## config.mk

```make
export PLATFORM = sky130hd
export DESIGN_NAME = ppis_queue
export DESIGN_NICKNAME = d
export VERILOG_FILES = /design/src/sv/positional_pid_integral_separation_top_assert.svh /design/src/sv/ppis_pkg.sv /design/src/sv/ppis_queue.sv
export SDC_FILE = /design/constraint.sdc
export NUM_CORES = 1
export LEC_CHECK = 0
export ABC_AREA = 1
export BUFFER_PORTS_ARGS = -buffer_cell sky130_fd_sc_hd__buf_2
export CAP_MARGIN = 10
export CORE_MARGIN = 2
export CORE_UTILIZATION = 45
export CTS_CLUSTER_DIAMETER = 100
export DETAILED_ROUTE_END_ITERATION = 7
export PLACE_DENSITY_LB_ADDON = 0.2
export SETUP_SLACK_MARGIN = 0.5
export SYNTH_ARGS = -nofsm -noshare
export SYNTH_HDL_FRONTEND = slang
export SYNTH_SLANG_ARGS = --single-unit
```

## constraint.sdc

```tcl
create_clock -name clk -period 6.8 [get_ports clk]
set_input_delay 1.36 -clock clk [delete_from_list [all_inputs] [get_ports clk]]
set_output_delay 1.36 -clock clk [all_outputs]
set_load 0.01 [all_outputs]
```

## src/sv/positional_pid_integral_separation_top_assert.svh

```systemverilog
// Assertion macros for the PID controller top level.
// Each expects clk and rst in scope; checks are off while rst is high.
`ifndef POSITIONAL_PID_INTEGRAL_SEPARATION_TOP_ASSERT_SVH
`define POSITIONAL_PID_INTEGRAL_SEPARATION_TOP_ASSERT_SVH

// Same-cycle implication.
`define PPIS_ASSERT_NOW(lbl, ante, cons, msg) \
  lbl: assert property (@(posedge clk) disable iff (rst) (ante) |-> (cons)) \
    else $error(msg);

// Next-cycle implication.
`define PPIS_ASSERT_NEXT(lbl, ante, cons, msg) \
  lbl: assert property (@(posedge clk) disable iff (rst) (ante) |=> (cons)) \
    else $error(msg);

`endif

```

## src/sv/ppis_pkg.sv

```systemverilog
`timescale 1ns / 1ps
package ppis_pkg;

  localparam int IN_W    = 20;   // offset, target, measured, correction
  localparam int THR_W   = 12;
  localparam int GAIN_W  = 16;
  localparam int ZONE_W  = 21;
  localparam int LIM_W   = 31;
  localparam int ERR_W   = 22;
  localparam int DIFF_W  = 23;
  localparam int INT_W   = 32;
  localparam int ACC_W   = 33;   // integral plus error before clamp
  localparam int DRIVE_W = 32;

  localparam int PP_W    = GAIN_W + 1 + ERR_W;    // p product
  localparam int IP_W    = GAIN_W + 1 + INT_W;    // i product
  localparam int DP_W    = GAIN_W + 1 + DIFF_W;   // d product
  localparam int SUM_W   = 50;
  localparam int FRAC_W  = 8;
  localparam int RND_W   = SUM_W - FRAC_W;

  localparam int QDEPTH  = 4;
  localparam int QPTR_W  = $clog2(QDEPTH);
  localparam int QCNT_W  = $clog2(QDEPTH + 1);

  localparam int CFG_IDX_W  = 3;
  localparam int CFG_DATA_W = 31;

  localparam logic [CFG_IDX_W-1:0] REG_P_GAIN         = 3'd0;
  localparam logic [CFG_IDX_W-1:0] REG_I_GAIN         = 3'd1;
  localparam logic [CFG_IDX_W-1:0] REG_D_GAIN         = 3'd2;
  localparam logic [CFG_IDX_W-1:0] REG_ERROR_CORR     = 3'd3;
  localparam logic [CFG_IDX_W-1:0] REG_INTEGRAL_ZONE  = 3'd4;
  localparam logic [CFG_IDX_W-1:0] REG_INTEGRAL_LIMIT = 3'd5;
  localparam logic [CFG_IDX_W-1:0] REG_OUTPUT_LIMIT   = 3'd6;
  localparam logic [CFG_IDX_W-1:0] REG_THROTTLE_FLOOR = 3'd7;

  typedef struct packed {
    logic [GAIN_W-1:0]        p_gain;
    logic [GAIN_W-1:0]        i_gain;
    logic [GAIN_W-1:0]        d_gain;
    logic signed [IN_W-1:0]   error_correction;
    logic [ZONE_W-1:0]        integral_zone;
    logic [LIM_W-1:0]         integral_limit;
    logic [LIM_W-1:0]         output_limit;
    logic [THR_W-1:0]         throttle_floor;
  } cfg_t;

  // One classified tick, handed from front to back.
  typedef struct packed {
    logic signed [ERR_W-1:0]  err;
    logic signed [DIFF_W-1:0] diff;
    logic signed [INT_W-1:0]  int_used;   // zero when outside the zone
  } q_entry_t;

  typedef struct packed {
    logic take;       // back pulls an entry this cycle
    logic s1_valid;
    logic s2_valid;
  } back_status_t;

endpackage

```

## src/sv/ppis_queue.sv

```systemverilog
`timescale 1ns / 1ps
module ppis_queue import ppis_pkg::*; (
  input  logic              clk,
  input  logic              rst,
  input  logic              push,
  input  q_entry_t          wr_entry,
  input  logic              pop,
  output logic              not_empty,
  output logic              full,
  output q_entry_t          rd_entry,
  output logic [QCNT_W-1:0] level
);

  q_entry_t            slots [QDEPTH];
  logic [QPTR_W-1:0]   wr_ptr;
  logic [QPTR_W-1:0]   rd_ptr;
  logic [QCNT_W-1:0]   count;

  logic do_push;
  logic do_pop;

  assign full      = count == QCNT_W'(QDEPTH);
  assign not_empty = count != '0;
  assign rd_entry  = slots[rd_ptr];
  assign level     = count;

  assign do_push = push && !full;
  assign do_pop  = pop && not_empty;

  always_ff @(posedge clk) begin
    if (do_push) begin
      slots[wr_ptr] <= wr_entry;
    end
  end

  always_ff @(posedge clk) begin
    if (rst) begin
      wr_ptr <= '0;
      rd_ptr <= '0;
      count  <= '0;
    end else begin
      if (do_push) begin
        wr_ptr <= wr_ptr + 1'b1;
      end
      if (do_pop) begin
        rd_ptr <= rd_ptr + 1'b1;
      end
      if (do_push && !do_pop) begin
        count <= count + 1'b1;
      end else if (do_pop && !do_push) begin
        count <= count - 1'b1;
      end
    end
  end

endmodule

```

# Word-level counts from Yosys, hierarchy flattened
# Memory sizes are Yosys's and may differ from the RTL's. A register that Yosys moved wholly into a read port is not among the register bits.
# Index checks and enable logic that the tools add are counted.
# totals
regBits	7
latchBits	0
ramBits	308
rom_bits	0
input_bits	81
output_inout_bits	82
wordCells	24
memories	1
# classes
add_sub_neg	4
n_mul	0
div_mod_pow	0
magnitude_cmp	0
eq_ne	1
shifts	0
n_mux	6
n_bitwise	0
n_reduce_logical	9
# memory_table
memory	words	word_bits	read_ports	rd_clocked_by_memory_dff	wr	line	source
slots	4	77	1	1	1	ppis_queue.sv:14	q_entry_t slots [QDEPTH];
# ops
cell	n
3-bit 2-to-1 mux	2
2-bit by 1-bit adder with 2-bit output, second input constant	2
1-bit logical AND	4
2-bit 2-to-1 mux	2
3-bit by 1-bit adder with 3-bit output, second input constant	1
3-bit equality test, second input constant	1
1-bit zero test	3
3-bit nonzero test	1
3-bit by 1-bit subtractor with 3-bit output, second input constant	1
1-bit 2-to-1 mux	2
2-bit nonzero test	1

# Longest topological paths before layout
# depth
word_depth	7
depth_mapped	13
depth_no_buf	13

# Worst setup path after synthesis
# No wires, ideal clock.
# synth_path
path_type	input -> register
from	input port push
to	memory slots[0][0] (netlist bit), enable pin
setup_ns	0.513
arrival_ns	4.684
required_time_ns	6.287
path_slack_ns	1.604
cell_stages	2
path_buffers	0
cell_sequence	nand2_1 -> nor2_1
# synth_between
elab_chain_len	3
# synth_lines
element	line	source
start, declared	ppis_queue.sv:5	input logic push,
1-bit logical AND	ppis_queue.sv:27	assign do_push = push && !full;
1-bit 2-to-1 mux	ppis_queue.sv:31	if (do_push) begin
1-bit 2-to-1 mux (not written as such)	ppis_queue.sv:32	slots[wr_ptr] <= wr_entry;
end, declared	ppis_queue.sv:14	
# Every way passes these cells.

==> flow_metrics.tcl <==
set metrics [dict create \
    drt_pass1_iterations 7 \
    grt_pass1_wl_um 39300 \
    gr-total-overflow 0 \
    place_ws_ns 3.12 \
    r2r-start "level[0]" \
    core_area_um2 26000 \
    hold_path_class "reg2reg" \
    ctsHoldBuffers 0 \
    gp_congestion 0.703 \
    vdd_drop_max_v 0.000214 \
    num_rows 59 \
    netSwitchingPower_uw 1590 \
    fmax_ghz 0.240 \
    period_share 0.612 \
    fp.dieW_um 167 \
    htreeDepth 2 \
    internal_power_uw 3850 \
    crit_path_cell_trace "buf_4 > o21ai_0 > o22ai_1 > buf_2" \
    synth_top_flop_cell "edfxtp_1" \
    worstPathRequired_ns 5.44 \
    rsz0062_at_grt "no" \
    p_leak_uw 0.00492 \
    port_buffers 162 \
    die_height_um 167 \
    pwr-share-comb 0.216 \
    grt_pass1_vias 7026 \
    synth_cell_types 24 \
    cp-endpoint "rd_entry[8]" \
    worst_setup_path_end_kind "output pin" \
    post_cts_buffers 0 \
    flow.area_growth_from_synthesis_pct 17.7 \
    worstMarginPinSlew_ns 1.19 \
    clock-skew-final_ns 0.0207 \
    power.density_nw_per_um2 388 \
    synthTopCellsByCount "edfxtp_1, nor2_1, o21ai_0" \
    synth_edf_count 308 \
    critPathMaxFanout 79 \
    first_iter_violations 633 \
    numClockSinks 317 \
    synth-seq-cells 317 \
    top_layer "met5" \
    drv_cap 0 \
    wl_met3_um 1780 \
    clockPowerShare 0.330 \
    setup_ws_ns 2.64 \
    antenna_found_initial 5 \
    dp.cells 1269 \
    syn_inst 813 \
    slew_violations 0 \
    start_kind "flop" \
    whs_ns 0.494 \
    syn-cell-area_um2 11900 \
    io_pins 163 \
    m1WireLength_um 11100 \
    die_area_um2 27800 \
    cpMaxStageDelayCell "dfxtp_4" \
    hold_start "rd_ptr[1]" \
    reg2reg_to "slots[2][65]" \
    finalPower_uw 5440 \
    initial_core_util 0.458 \
    synth_top_area_share 0.777 \
    seq_power_share 0.454 \
    fin_crit_ns 4.16 \
    cts_tree "yes" \
    crit_type "reg2out" \
    synth_top_area_cell "edfxtp_1" \
    rrSetupSlack_ns 4.01 \
    reg2regPathDepth 5 \
    drc 0 \
    drt_wl_total_um 25500 \
    dr_wl_met2_um 11900 \
    path_delay_family "buffers and inverters" \
    cts_buffers 34 \
    tns_ns 0 \
    synthTopCellsByArea "edfxtp_1, o21ai_0, nor2_1, o22ai_1, dfxtp_1" \
    cp.depth 4 \
    syn_area_per_cell_um2 14.6 \
    relSlewSlack 0.209 \
    status "finished, final reports clean" \
    vias_per_cell 5.42 \
    layout.nets 1057 \
    worst_ep_arrival_time_ns 2.80 \
    drive_gt1_frac 0.226 \
    setup_viol 0 \
    grt_max_degree 155 \
    cts-root-buf "clkbuf_16" \
    clk_path_buf_depth 3 \
    ctsResizeCount 0 \
    yosys.cell_count.top_type "edfxtp_1" \
    via_count 7213 \
    hpwl_um 14100 \
    layout.cells.non_filler 1332 \
    wire_per_inst_um 19.1 \
    synthesis.nets 900 \
    clk-insertion-delay-late_ns 0.51 \
    critical_path.max_stage_delay_ns 0.87 \
    ys_warn_count 0 \
    path_clk_slew_ns 0.06 \
    async_flop_share 0 \
    hold_violations 0 \
    ys_seq_area_frac 0.792 \
    critPathBufInv 2 \
    grtUsageTotal 0.182 \
    ant_nets 0 \
    switching_share 0.293 \
]
routing by layer:
metal	vias up	track usage
li1	3363	-
met1	3543	0.254
met2	256	0.284
met3	47	0.0387
met4	4	0.0652
met5	-	0
how the worst min path moves through the flow:
stage | slack, ns | cells past startpoint | end
6_report | 0.49 | 2 | flop
5_1_grt | 0.53 | 2 | flop
3_5_place_dp | 0.49 | 2 | flop
4_1_cts | 0.50 | 2 | flop
3_3_place_gp | 0.48 | 2 | flop
2_1_floorplan | 0.46 | 2 | flop
cell families (layout without fill, tap and decap cells):
logic type               count (synthesis)  after routing  synth area share
AND/OR/NAND/NOR                        188            188            0.0600
buffers and inverters                   66            247            0.0325
XOR/XNOR                                 1              1          0.000736
AO/OA/AOI/OAI                          235            235             0.107
adder cells (fa/ha/maj)                  6              6           0.00694
other                                    0              3                 0
flip-flops                             317            317             0.792
sequential cells by signal (all words and copies together) (netlist names), named ones only:
register	cells
rd_ptr	2
wr_ptr	2
slots	308
level	3
power by group through the flow:
stage / registers (uW) / clock network (uW) / logic [uW]
floorplan: 2480 / 0 / 775
global placement: 2510 / 0 / 1190
detailed placement: 2510 / 0 / 1190
CTS: 2470 / 1830 / 1200
global route: 2500 / 1910 / 1310
finish: 2470 / 1800 / 1170
cell usage in the layout (no fill, tap or decap):
| cell | count |
|---|---|
| buf_4 | 8 |
| o22ai_2 | 1 |
| clkbuf_1 | 5 |
| nand3_1 | 4 |
| nor2_1 | 164 |
| dfxtp_4 | 1 |
| edfxtp_1 | 308 |
| o21ai_1 | 5 |
| o21ai_0 | 150 |
| xor2_1 | 1 |
| nand2_1 | 15 |
| clkinv_2 | 4 |
| dfxtp_1 | 7 |
| clkinv_1 | 9 |
| clkinvlp_4 | 2 |
| inv_2 | 1 |
| clkbuf_16 | 35 |
| inv_6 | 2 |
| o22ai_1 | 76 |
| nand3b_1 | 1 |
| a21oi_1 | 3 |
| inv_1 | 15 |
| ha_1 | 5 |
| fa_1 | 1 |
| dfxtp_2 | 1 |
| bufinv_16 | 4 |
| buf_2 | 162 |
| diode_2 | 3 |
| nor2_4 | 4 |
cell type report:
| cell class | instances | area, um^2 |
|---|---|---|
| fillers | 2173 | 12000 |
| flip-flops and latches | 317 | 9430 |
| multi-input cells | 430 | 2110 |
| clock buffers | 40 | 895 |
| repair buffers | 170 | 871 |
| well taps | 335 | 419 |
| clock inverters | 20 | 198 |
| inverters | 17 | 68.8 |
| diodes | 3 | 7.51 |
stage by stage:
step / util / instance area [um^2]
2_1_floorplan: - / 11900
3_3_place_gp: 0.497 / 12900
3_5_place_dp: 0.497 / 12900
4_1_cts: 0.539 / 14000
5_1_grt: 0.539 / 14000
6_report: 0.539 / 14000
tightest hold or removal path, delay by kind of cell, from the launching register on:
family,cells,cell delay (ns)
AO/OA/AOI/OAI,1,0.07
flip-flops,1,0.32
AND/OR/NAND/NOR,1,0.06
No activity file was read; power rests on OpenSTA's default activity.
